File: src/hw/rtl/sql_parameter_marker_finder_assert.svh
// Assertion macros for the marker finder.
// Each takes a label, clock, active-low reset, antecedent and consequent.
`ifndef SQL_PARAMETER_MARKER_FINDER_ASSERT_SVH
`define SQL_PARAMETER_MARKER_FINDER_ASSERT_SVH

`ifndef SYNTH

// Same-cycle implication.
`define SPMF_ASSERT_IMP(label, clk, rst_n, ante, cons) \
	label: assert property (@(posedge clk) disable iff (!(rst_n)) (ante) |-> (cons)) \
		else $error("marker finder check failed");

// Next-cycle implication.
`define SPMF_ASSERT_NXT(label, clk, rst_n, ante, cons) \
	label: assert property (@(posedge clk) disable iff (!(rst_n)) (ante) |=> (cons)) \
		else $error("marker finder check failed");

`else

`define SPMF_ASSERT_IMP(label, clk, rst_n, ante, cons)
`define SPMF_ASSERT_NXT(label, clk, rst_n, ante, cons)

`endif

`endif

File: src/hw/rtl/sqlpmf_pkg.sv
package sqlpmf_pkg;

	localparam int MAX_STATEMENT_BYTES = 65536;
	localparam logic [15:0] POS_CEIL = (MAX_STATEMENT_BYTES - 1 > 65535) ? 16'hFFFF
		: 16'(MAX_STATEMENT_BYTES - 1);
	localparam logic [15:0] COUNT_CEIL = 16'hFFFF;

	// scan modes
	localparam logic [2:0] M_NORMAL     = 3'd0;
	localparam logic [2:0] M_PEND_DASH  = 3'd1;
	localparam logic [2:0] M_PEND_SLASH = 3'd2;
	localparam logic [2:0] M_LINE       = 3'd3;
	localparam logic [2:0] M_BLOCK      = 3'd4;
	localparam logic [2:0] M_BLOCK_STAR = 3'd5;
	localparam logic [2:0] M_QUOTE      = 3'd6;
	localparam logic [2:0] M_QUOTE_END  = 3'd7;

	// quote kinds
	localparam logic [1:0] Q_NONE   = 2'd0;
	localparam logic [1:0] Q_SINGLE = 2'd1;
	localparam logic [1:0] Q_DOUBLE = 2'd2;
	localparam logic [1:0] Q_BTICK  = 2'd3;

	localparam logic [7:0] CH_QMARK  = 8'h3F;
	localparam logic [7:0] CH_DASH   = 8'h2D;
	localparam logic [7:0] CH_SLASH  = 8'h2F;
	localparam logic [7:0] CH_STAR   = 8'h2A;
	localparam logic [7:0] CH_LF     = 8'h0A;
	localparam logic [7:0] CH_CR     = 8'h0D;
	localparam logic [7:0] CH_SQUOTE = 8'h27;
	localparam logic [7:0] CH_DQUOTE = 8'h22;
	localparam logic [7:0] CH_BTICK  = 8'h60;

	typedef struct packed {
		logic [2:0] mode;
		logic [1:0] quote;
		logic       marker;
	} scan_t;

	function automatic logic [7:0] quote_char(input logic [1:0] kind);
		logic [7:0] ch;
		unique case (kind)
			Q_SINGLE: ch = CH_SQUOTE;
			Q_DOUBLE: ch = CH_DQUOTE;
			Q_BTICK:  ch = CH_BTICK;
			default:  ch = 8'h00;
		endcase
		return ch;
	endfunction

	// one byte as plain text; quote kind kept unless a quote opens
	function automatic scan_t scan_normal(input logic [7:0] c, input logic [1:0] q_in);
		scan_t r;
		r.mode   = M_NORMAL;
		r.quote  = q_in;
		r.marker = 1'b0;
		unique case (c)
			CH_DASH:   r.mode = M_PEND_DASH;
			CH_SLASH:  r.mode = M_PEND_SLASH;
			CH_SQUOTE: begin
				r.mode  = M_QUOTE;
				r.quote = Q_SINGLE;
			end
			CH_DQUOTE: begin
				r.mode  = M_QUOTE;
				r.quote = Q_DOUBLE;
			end
			CH_BTICK:  begin
				r.mode  = M_QUOTE;
				r.quote = Q_BTICK;
			end
			CH_QMARK:  r.marker = 1'b1;
			default:   r.marker = 1'b0;
		endcase
		return r;
	endfunction

endpackage

File: src/hw/rtl/sql_parameter_marker_finder.sv
// SQL parameter marker finder. Takes one statement byte per transaction on the
// s_axis side (tlast on the final byte) and gives a result transaction on the
// m_axis side for every '?' outside comments and quoted text, and one on the
// final byte carrying the marker count. Comments are "--" to CR/LF and
// slash-star blocks; strings use single, double or backtick quotes, a doubled
// quote staying inside. Bytes are accepted one per cycle unless the m_axis side
// stalls: each byte lands in an input register, the scan state and the result
// are updated from that register when the byte passes on, and the result sits
// in an output register. While the m_axis side stalls with a result held, a
// byte that owes a result waits in the input register and s_axis_tready drops;
// bytes that owe no result pass on regardless. Position and count saturate at
// 65535 and raise the overflow bit; all state clears after the final byte.
module sql_parameter_marker_finder (
	input  logic        clk,
	input  logic        arst_n,
	input  logic        s_axis_tvalid,
	output logic        s_axis_tready,
	input  logic [7:0]  s_axis_tdata,   // [7:0] char_byte
	input  logic        s_axis_tlast,   // last_byte
	output logic        m_axis_tvalid,
	input  logic        m_axis_tready,
	output logic [39:0] m_axis_tdata,   // [15:0] marker_position, [31:16] marker_count,
	                                    // [32] overflow, [39:33] zero
	output logic [0:0]  m_axis_tuser,   // [0] is_marker
	output logic        m_axis_tlast    // is_last
);

	// input register
	logic       valid_s1;
	logic [7:0] char_s1;
	logic       last_s1;

	// scan state
	logic [2:0]  mode_q;
	logic [1:0]  quote_q;
	logic [15:0] index_q;
	logic [15:0] count_q;
	logic        sat_q;

	// output register
	logic        out_valid_q;
	logic [39:0] out_data_q;
	logic        out_marker_q;
	logic        out_last_q;

	logic [2:0]  mode_nxt;
	logic [1:0]  quote_nxt;
	logic [15:0] index_nxt;
	logic [15:0] count_nxt;
	logic        sat_nxt;
	logic [15:0] pos;
	logic        marker;
	logic [7:0]  qch;
	logic        has_result;
	logic        out_free;
	logic        adv_s1;
	sqlpmf_pkg::scan_t sn;

	assign qch = sqlpmf_pkg::quote_char(quote_q);
	assign sn  = sqlpmf_pkg::scan_normal(char_s1, quote_q);

	// scan step for the byte in the input register
	always_comb begin
		mode_nxt  = mode_q;
		quote_nxt = quote_q;
		marker    = 1'b0;
		sat_nxt   = sat_q;
		pos       = index_q;
		if (index_q >= sqlpmf_pkg::POS_CEIL) begin
			pos       = sqlpmf_pkg::POS_CEIL;
			index_nxt = sqlpmf_pkg::POS_CEIL;
			sat_nxt   = 1'b1;
		end else begin
			index_nxt = index_q + 16'd1;
		end
		unique case (mode_q)
			sqlpmf_pkg::M_PEND_DASH: begin
				if (char_s1 == sqlpmf_pkg::CH_DASH) begin
					mode_nxt = sqlpmf_pkg::M_LINE;
				end else begin
					mode_nxt  = sn.mode;
					quote_nxt = sn.quote;
					marker    = sn.marker;
				end
			end
			sqlpmf_pkg::M_PEND_SLASH: begin
				if (char_s1 == sqlpmf_pkg::CH_STAR) begin
					mode_nxt = sqlpmf_pkg::M_BLOCK;
				end else begin
					mode_nxt  = sn.mode;
					quote_nxt = sn.quote;
					marker    = sn.marker;
				end
			end
			sqlpmf_pkg::M_LINE: begin
				if (char_s1 == sqlpmf_pkg::CH_LF || char_s1 == sqlpmf_pkg::CH_CR) begin
					mode_nxt = sqlpmf_pkg::M_NORMAL;
				end
			end
			sqlpmf_pkg::M_BLOCK: begin
				if (char_s1 == sqlpmf_pkg::CH_STAR) begin
					mode_nxt = sqlpmf_pkg::M_BLOCK_STAR;
				end
			end
			sqlpmf_pkg::M_BLOCK_STAR: begin
				if (char_s1 == sqlpmf_pkg::CH_SLASH) begin
					mode_nxt = sqlpmf_pkg::M_NORMAL;
				end else if (char_s1 != sqlpmf_pkg::CH_STAR) begin
					mode_nxt = sqlpmf_pkg::M_BLOCK;
				end
			end
			sqlpmf_pkg::M_QUOTE: begin
				if (char_s1 == qch) begin
					mode_nxt = sqlpmf_pkg::M_QUOTE_END;
				end
			end
			sqlpmf_pkg::M_QUOTE_END: begin
				// doubled quote stays in the string, anything else closes it
				if (char_s1 == qch) begin
					mode_nxt = sqlpmf_pkg::M_QUOTE;
				end else begin
					mode_nxt  = sn.mode;
					quote_nxt = (sn.mode == sqlpmf_pkg::M_QUOTE) ? sn.quote
						: sqlpmf_pkg::Q_NONE;
					marker    = sn.marker;
				end
			end
			default: begin
				mode_nxt  = sn.mode;
				quote_nxt = sn.quote;
				marker    = sn.marker;
			end
		endcase
		count_nxt = count_q;
		if (marker) begin
			if (count_q >= sqlpmf_pkg::COUNT_CEIL) begin
				count_nxt = sqlpmf_pkg::COUNT_CEIL;
				sat_nxt   = 1'b1;
			end else begin
				count_nxt = count_q + 16'd1;
			end
		end
	end

	assign has_result    = marker | last_s1;
	assign out_free      = !out_valid_q || m_axis_tready;
	assign adv_s1        = valid_s1 && (!has_result || out_free);
	assign s_axis_tready = !valid_s1 || adv_s1;

	always_ff @(posedge clk or negedge arst_n) begin
		if (!arst_n) begin
			valid_s1 <= 1'b0;
		end else if (s_axis_tready) begin
			valid_s1 <= s_axis_tvalid;
		end
	end

	always_ff @(posedge clk) begin
		if (s_axis_tready && s_axis_tvalid) begin
			char_s1 <= s_axis_tdata;
			last_s1 <= s_axis_tlast;
		end
	end

	// scan state; the final byte returns everything to reset values
	always_ff @(posedge clk or negedge arst_n) begin
		if (!arst_n) begin
			mode_q  <= sqlpmf_pkg::M_NORMAL;
			quote_q <= sqlpmf_pkg::Q_NONE;
			index_q <= 16'd0;
			count_q <= 16'd0;
			sat_q   <= 1'b0;
		end else if (adv_s1) begin
			if (last_s1) begin
				mode_q  <= sqlpmf_pkg::M_NORMAL;
				quote_q <= sqlpmf_pkg::Q_NONE;
				index_q <= 16'd0;
				count_q <= 16'd0;
				sat_q   <= 1'b0;
			end else begin
				mode_q  <= mode_nxt;
				quote_q <= quote_nxt;
				index_q <= index_nxt;
				count_q <= count_nxt;
				sat_q   <= sat_nxt;
			end
		end
	end

	always_ff @(posedge clk or negedge arst_n) begin
		if (!arst_n) begin
			out_valid_q <= 1'b0;
		end else if (out_free) begin
			out_valid_q <= adv_s1 && has_result;
		end
	end

	always_ff @(posedge clk) begin
		if (out_free && adv_s1 && has_result) begin
			out_data_q   <= {7'd0, sat_nxt,
				(last_s1 ? count_nxt : 16'd0),
				(marker ? pos : 16'd0)};
			out_marker_q <= marker;
			out_last_q   <= last_s1;
		end
	end

	assign m_axis_tvalid   = out_valid_q;
	assign m_axis_tdata    = out_data_q;
	assign m_axis_tuser[0] = out_marker_q;
	assign m_axis_tlast    = out_last_q;

	`include "sql_parameter_marker_finder_assert.svh"

	// every result is a marker, the end of a statement, or both
	`SPMF_ASSERT_IMP(a_result_kind, clk, arst_n, m_axis_tvalid, m_axis_tuser[0] || m_axis_tlast)

	// the count field is only filled on the final result
	`SPMF_ASSERT_IMP(a_count_on_last, clk, arst_n, m_axis_tvalid && !m_axis_tlast,
		m_axis_tdata[31:16] == 16'd0)

	// a final byte leaves the scanner in plain text at position zero
	`SPMF_ASSERT_NXT(a_clear_after_last, clk, arst_n, adv_s1 && last_s1,
		mode_q == sqlpmf_pkg::M_NORMAL && index_q == 16'd0 && count_q == 16'd0)

	// string state always carries a quote kind
	`SPMF_ASSERT_IMP(a_quote_kind, clk, arst_n,
		mode_q == sqlpmf_pkg::M_QUOTE || mode_q == sqlpmf_pkg::M_QUOTE_END,
		quote_q != sqlpmf_pkg::Q_NONE)

endmodule
File: config.mk
export PLATFORM = sky130hd
export DESIGN_NAME = sql_parameter_marker_finder
export DESIGN_NICKNAME = d
export VERILOG_FILES = /design/src/hw/rtl/sqlpmf_pkg.sv /design/src/hw/rtl/sql_parameter_marker_finder.sv
export VERILOG_INCLUDE_DIRS = /design/src /design/src/hw/rtl
export SDC_FILE = /design/constraint.sdc
export NUM_CORES = 1
export LEC_CHECK = 0
export BUFFER_PORTS_ARGS = -buffer_cell sky130_fd_sc_hd__buf_2
export CELL_PAD_IN_SITES_DETAIL_PLACEMENT = 1
export CELL_PAD_IN_SITES_GLOBAL_PLACEMENT = 1
export CORE_ASPECT_RATIO = 0.5
export CORE_MARGIN = 1
export CORE_UTILIZATION = 45
export DETAILED_ROUTE_END_ITERATION = 12
export PLACE_DENSITY = 0.86
export SYNTH_ARGS = -nofsm -noshare
export SYNTH_HDL_FRONTEND = slang
export SYNTH_SLANG_ARGS = --single-unit
File: constraint.sdc
create_clock -name clk -period 3.85 [get_ports clk]
set_clock_uncertainty 0.1 [all_clocks]
set_input_delay 0.77 -clock clk [delete_from_list [all_inputs] [get_ports clk]]
set_output_delay 0.77 -clock clk [all_outputs]
set_load 0.1 [all_outputs]
==> summary.md <==
| Metric | Value |
|---|---|
| Slew Viols, Final | 0 |
| Final instance area | 5150 µm² |
| RR Endpoint | m_axis_tdata[11] |
| Final cycle utilization of the critical path | 0.907 |
| Largest net degree at the start of global routing | 41 |
| RSZ-0062 raised after global routing | false |
| Vert. Die Dim | 73.0 µm |
| Global-route wire length before repair | approximately 19 mm |
| Flip-flop and latch area | between 2000 and 2500 µm² |
| RR Startpoint | char_s1[1] |
| Cts repair resizes | 0 |
| Cell area after placement | a little under 5000 µm² |
| MaxCap Viol Count | 0 |
| Post-synthesis average cell area | between 9 and 10 µm² |
| Startpoint class of the critical path | register |
| CTS buffer count | 9 |
| EDFF count, synth | 44 |
| Yosys synthesis warning count | 0 |
| CORE AREA | 9600 µm² |
| Clock slew at reported path FFs | 0.07 ns |
| Count of final hold-check violations | 0 |
| Vias/cell | around 6 |
| Commonest non-fill, non-tap cell in the layout | nand2_1 |
| Total grt overflow | 0 |
| I/O Pins | 57 |
| Yosys reg bits | 84 |
| Hold path startpoint | sat_q |
| Final setup fails | 0 |
| Reg2reg path depth | 8 |
| DIE AREA | 10500 µm² |
| Cts hold-fix bufs | 0 |
| CP max FO | 6 |
| Syn Inst Count | roughly 470 |
| Tightest Hold Check Type | reg -> reg |
| Post CTS Setup Buffer Count | 0 |
| Critical Path RT | roughly 3 ns |
| Max IR drop VDD | approximately 0.25 mV |
| R2R setup slack | slightly below 0.7 ns |
| Leakage | 0.00197 µW |
| Synth cell types | 63 |
| Fillers | 1111 |
| Highest Clock Rate | 286 MHz |
| GP Congestion | between 0.8 and 0.9 |
| H-tree depth | 3 |
| Final HPWL DP | around 7.9 mm |
| Later-pin clock latency in the skew report | 0.34 ns |
| Worst-Margin Slew | roughly 1 ns |
| Post-Route Setup TNS | 0 ns |
| Worst EP arrival | around 2.6 ns |
| Synthesis-to-finish area growth | 13.5% |
| Final min period | about 3.5 ns |
| GRT Overall Usage | 0.240 |
| Site Rows | 25 |
| 1st-iter DRT viols | 178 |
| Status | finished clean |
| Pwr dens | around 420 nW/µm² |
| Starting density of the core | 0.473 |
| Vias in the first global route | around 3800 |
| Initial antenna violation count | 0 |
| # diodes | 0 |
| Critical Path Source | char_s1[6] |
| Relative slew slack | 0.330 |
| Post-route ant nets | 0 |
| End of the worst hold path | sat_q |
| Ys async rst share | 0.476 |
| Buffers on Ports | 49 |
| Remaining DRCs | 0 |
| CTS Root Cell | clkbuf_16 |
| Most frequent cells in the layout | 50 x nand2_1, 48 x buf_2, 45 x nor2_1, 44 x edfxtp_1, 40 x dfrtp_1 |
| CTS max path bufs | 2 |
| Layout cells sized above 1 | 0.164 |
| Hold Path Depth | 1 |
| Most frequently used flop master after synthesis | edfxtp_1 |
| Critical path endpoint category | output pin |
| Area of the multi-input gates | 2010 µm² |
| Post-synthesis sequential area ratio | 0.511 |
| Nets | 530 |
| Routed WL | 11.7 mm |
| CTS tree | yes |
| Routed vias | 3842 |
| Die W | ~140 µm |
| Clk sinks | 84 |
| Drt wl/cell | 17.9 µm |
| Synth Cell Area | 4540 µm² |
| DR pass1 iterations | 4 |
| Kind of critical path | reg -> out |
report_power, final:
group	internal, µW	switching (µW)	leakage (µW)	total, µW
Sequential	984	29.5	0.000950	1010
Clock	441	361	0.000122	802
Combinational	58.3	285	0.000896	343
Total	1480	676	0.00197	2160
per-stage QoR:
stage          power (µW)  hold slack (ns)  utilization  setup slack (ns)  cells
2_1_floorplan        1310            0.358            -             0.414    477
3_3_place_gp         1370            0.375        0.508             0.837    636
3_5_place_dp         1370            0.404        0.508             0.775    636
4_1_cts              2180            0.423        0.537             0.352    652
5_1_grt              2230            0.466        0.537             0.214    652
6_report             2160            0.418        0.537             0.359    652
layout make-up:
cell class                 count  area share
tap                          135      0.0328
inverter                      14      0.0107
clock buffer                  10      0.0444
clock inverter                 6     0.00923
multi-input combinational    348       0.390
sequential                    84       0.451
timing repair buffer          55      0.0617
metal layers:
metal / global-route usage / routed length (µm) / vias to the layer above
li1: - / - / 1809
met1: 0.303 / 5120 / 1887
met2: 0.405 / 5700 / 128
met3: 0.0650 / 749 / 18
met4: 0.0745 / 130 / 0
met5: 0 / 0 / -
state kept, by name, indices dropped and copies added, names as in the netlist:
signal / cells
valid_s1: 1
mode_q: 3
m_axis_tuser: 1
sat_q: 1
char_s1: 8
count_q: 16
m_axis_tvalid: 1
m_axis_tlast: 1
quote_q: 2
index_q: 16
last_s1: 1
m_axis_tdata: 33
how the worst max path moves through the flow:
stage                 endpoint  cells after the start
2_1_floorplan  m_axis_tdata[0]                      4
3_3_place_gp     s_axis_tready                      7
3_5_place_dp     s_axis_tready                      7
4_1_cts          s_axis_tready                      7
5_1_grt          s_axis_tready                      7
6_report         s_axis_tready                      7
cells by family after synthesis:
family,share of synthesized area
buf+inv,0.0521
fa+ha+maj,0.0138
simple gates,0.205
flops,0.511
compound gates,0.205
other cells,0.000826
xor+xnor,0.0116
cells in the mapped netlist, drive strengths merged, types with 5 or more instances:
library cell | instances | area, µm²
and3 | 5 | 31.3
nor2 | 46 | 173
a31oi | 11 | 68.8
nor4 | 8 | 50.1
a311oi | 7 | 61.3
nand2 | 51 | 194
and2 | 19 | 119
a22o | 5 | 43.8
a21oi | 39 | 199
ha | 5 | 62.6
nand3 | 24 | 125
edfxtp | 44 | 1320
dfrtp | 40 | 1000
inv | 14 | 55.1
buf | 17 | 129
nor3 | 15 | 80.1
xor2 | 5 | 43.8
o21ai | 38 | 201
clkbuf | 14 | 52.6
critical path, cell delays in order, from the launching register on:
cell      delay [ns]
edfxtp_1        0.49
or4b_4          0.60
o41ai_4         0.31
a31o_1          0.27
inv_4           0.04
o21ai_0         0.19
or2_2           0.20
buf_12          0.18
Power figures use the tool's default switching activity.
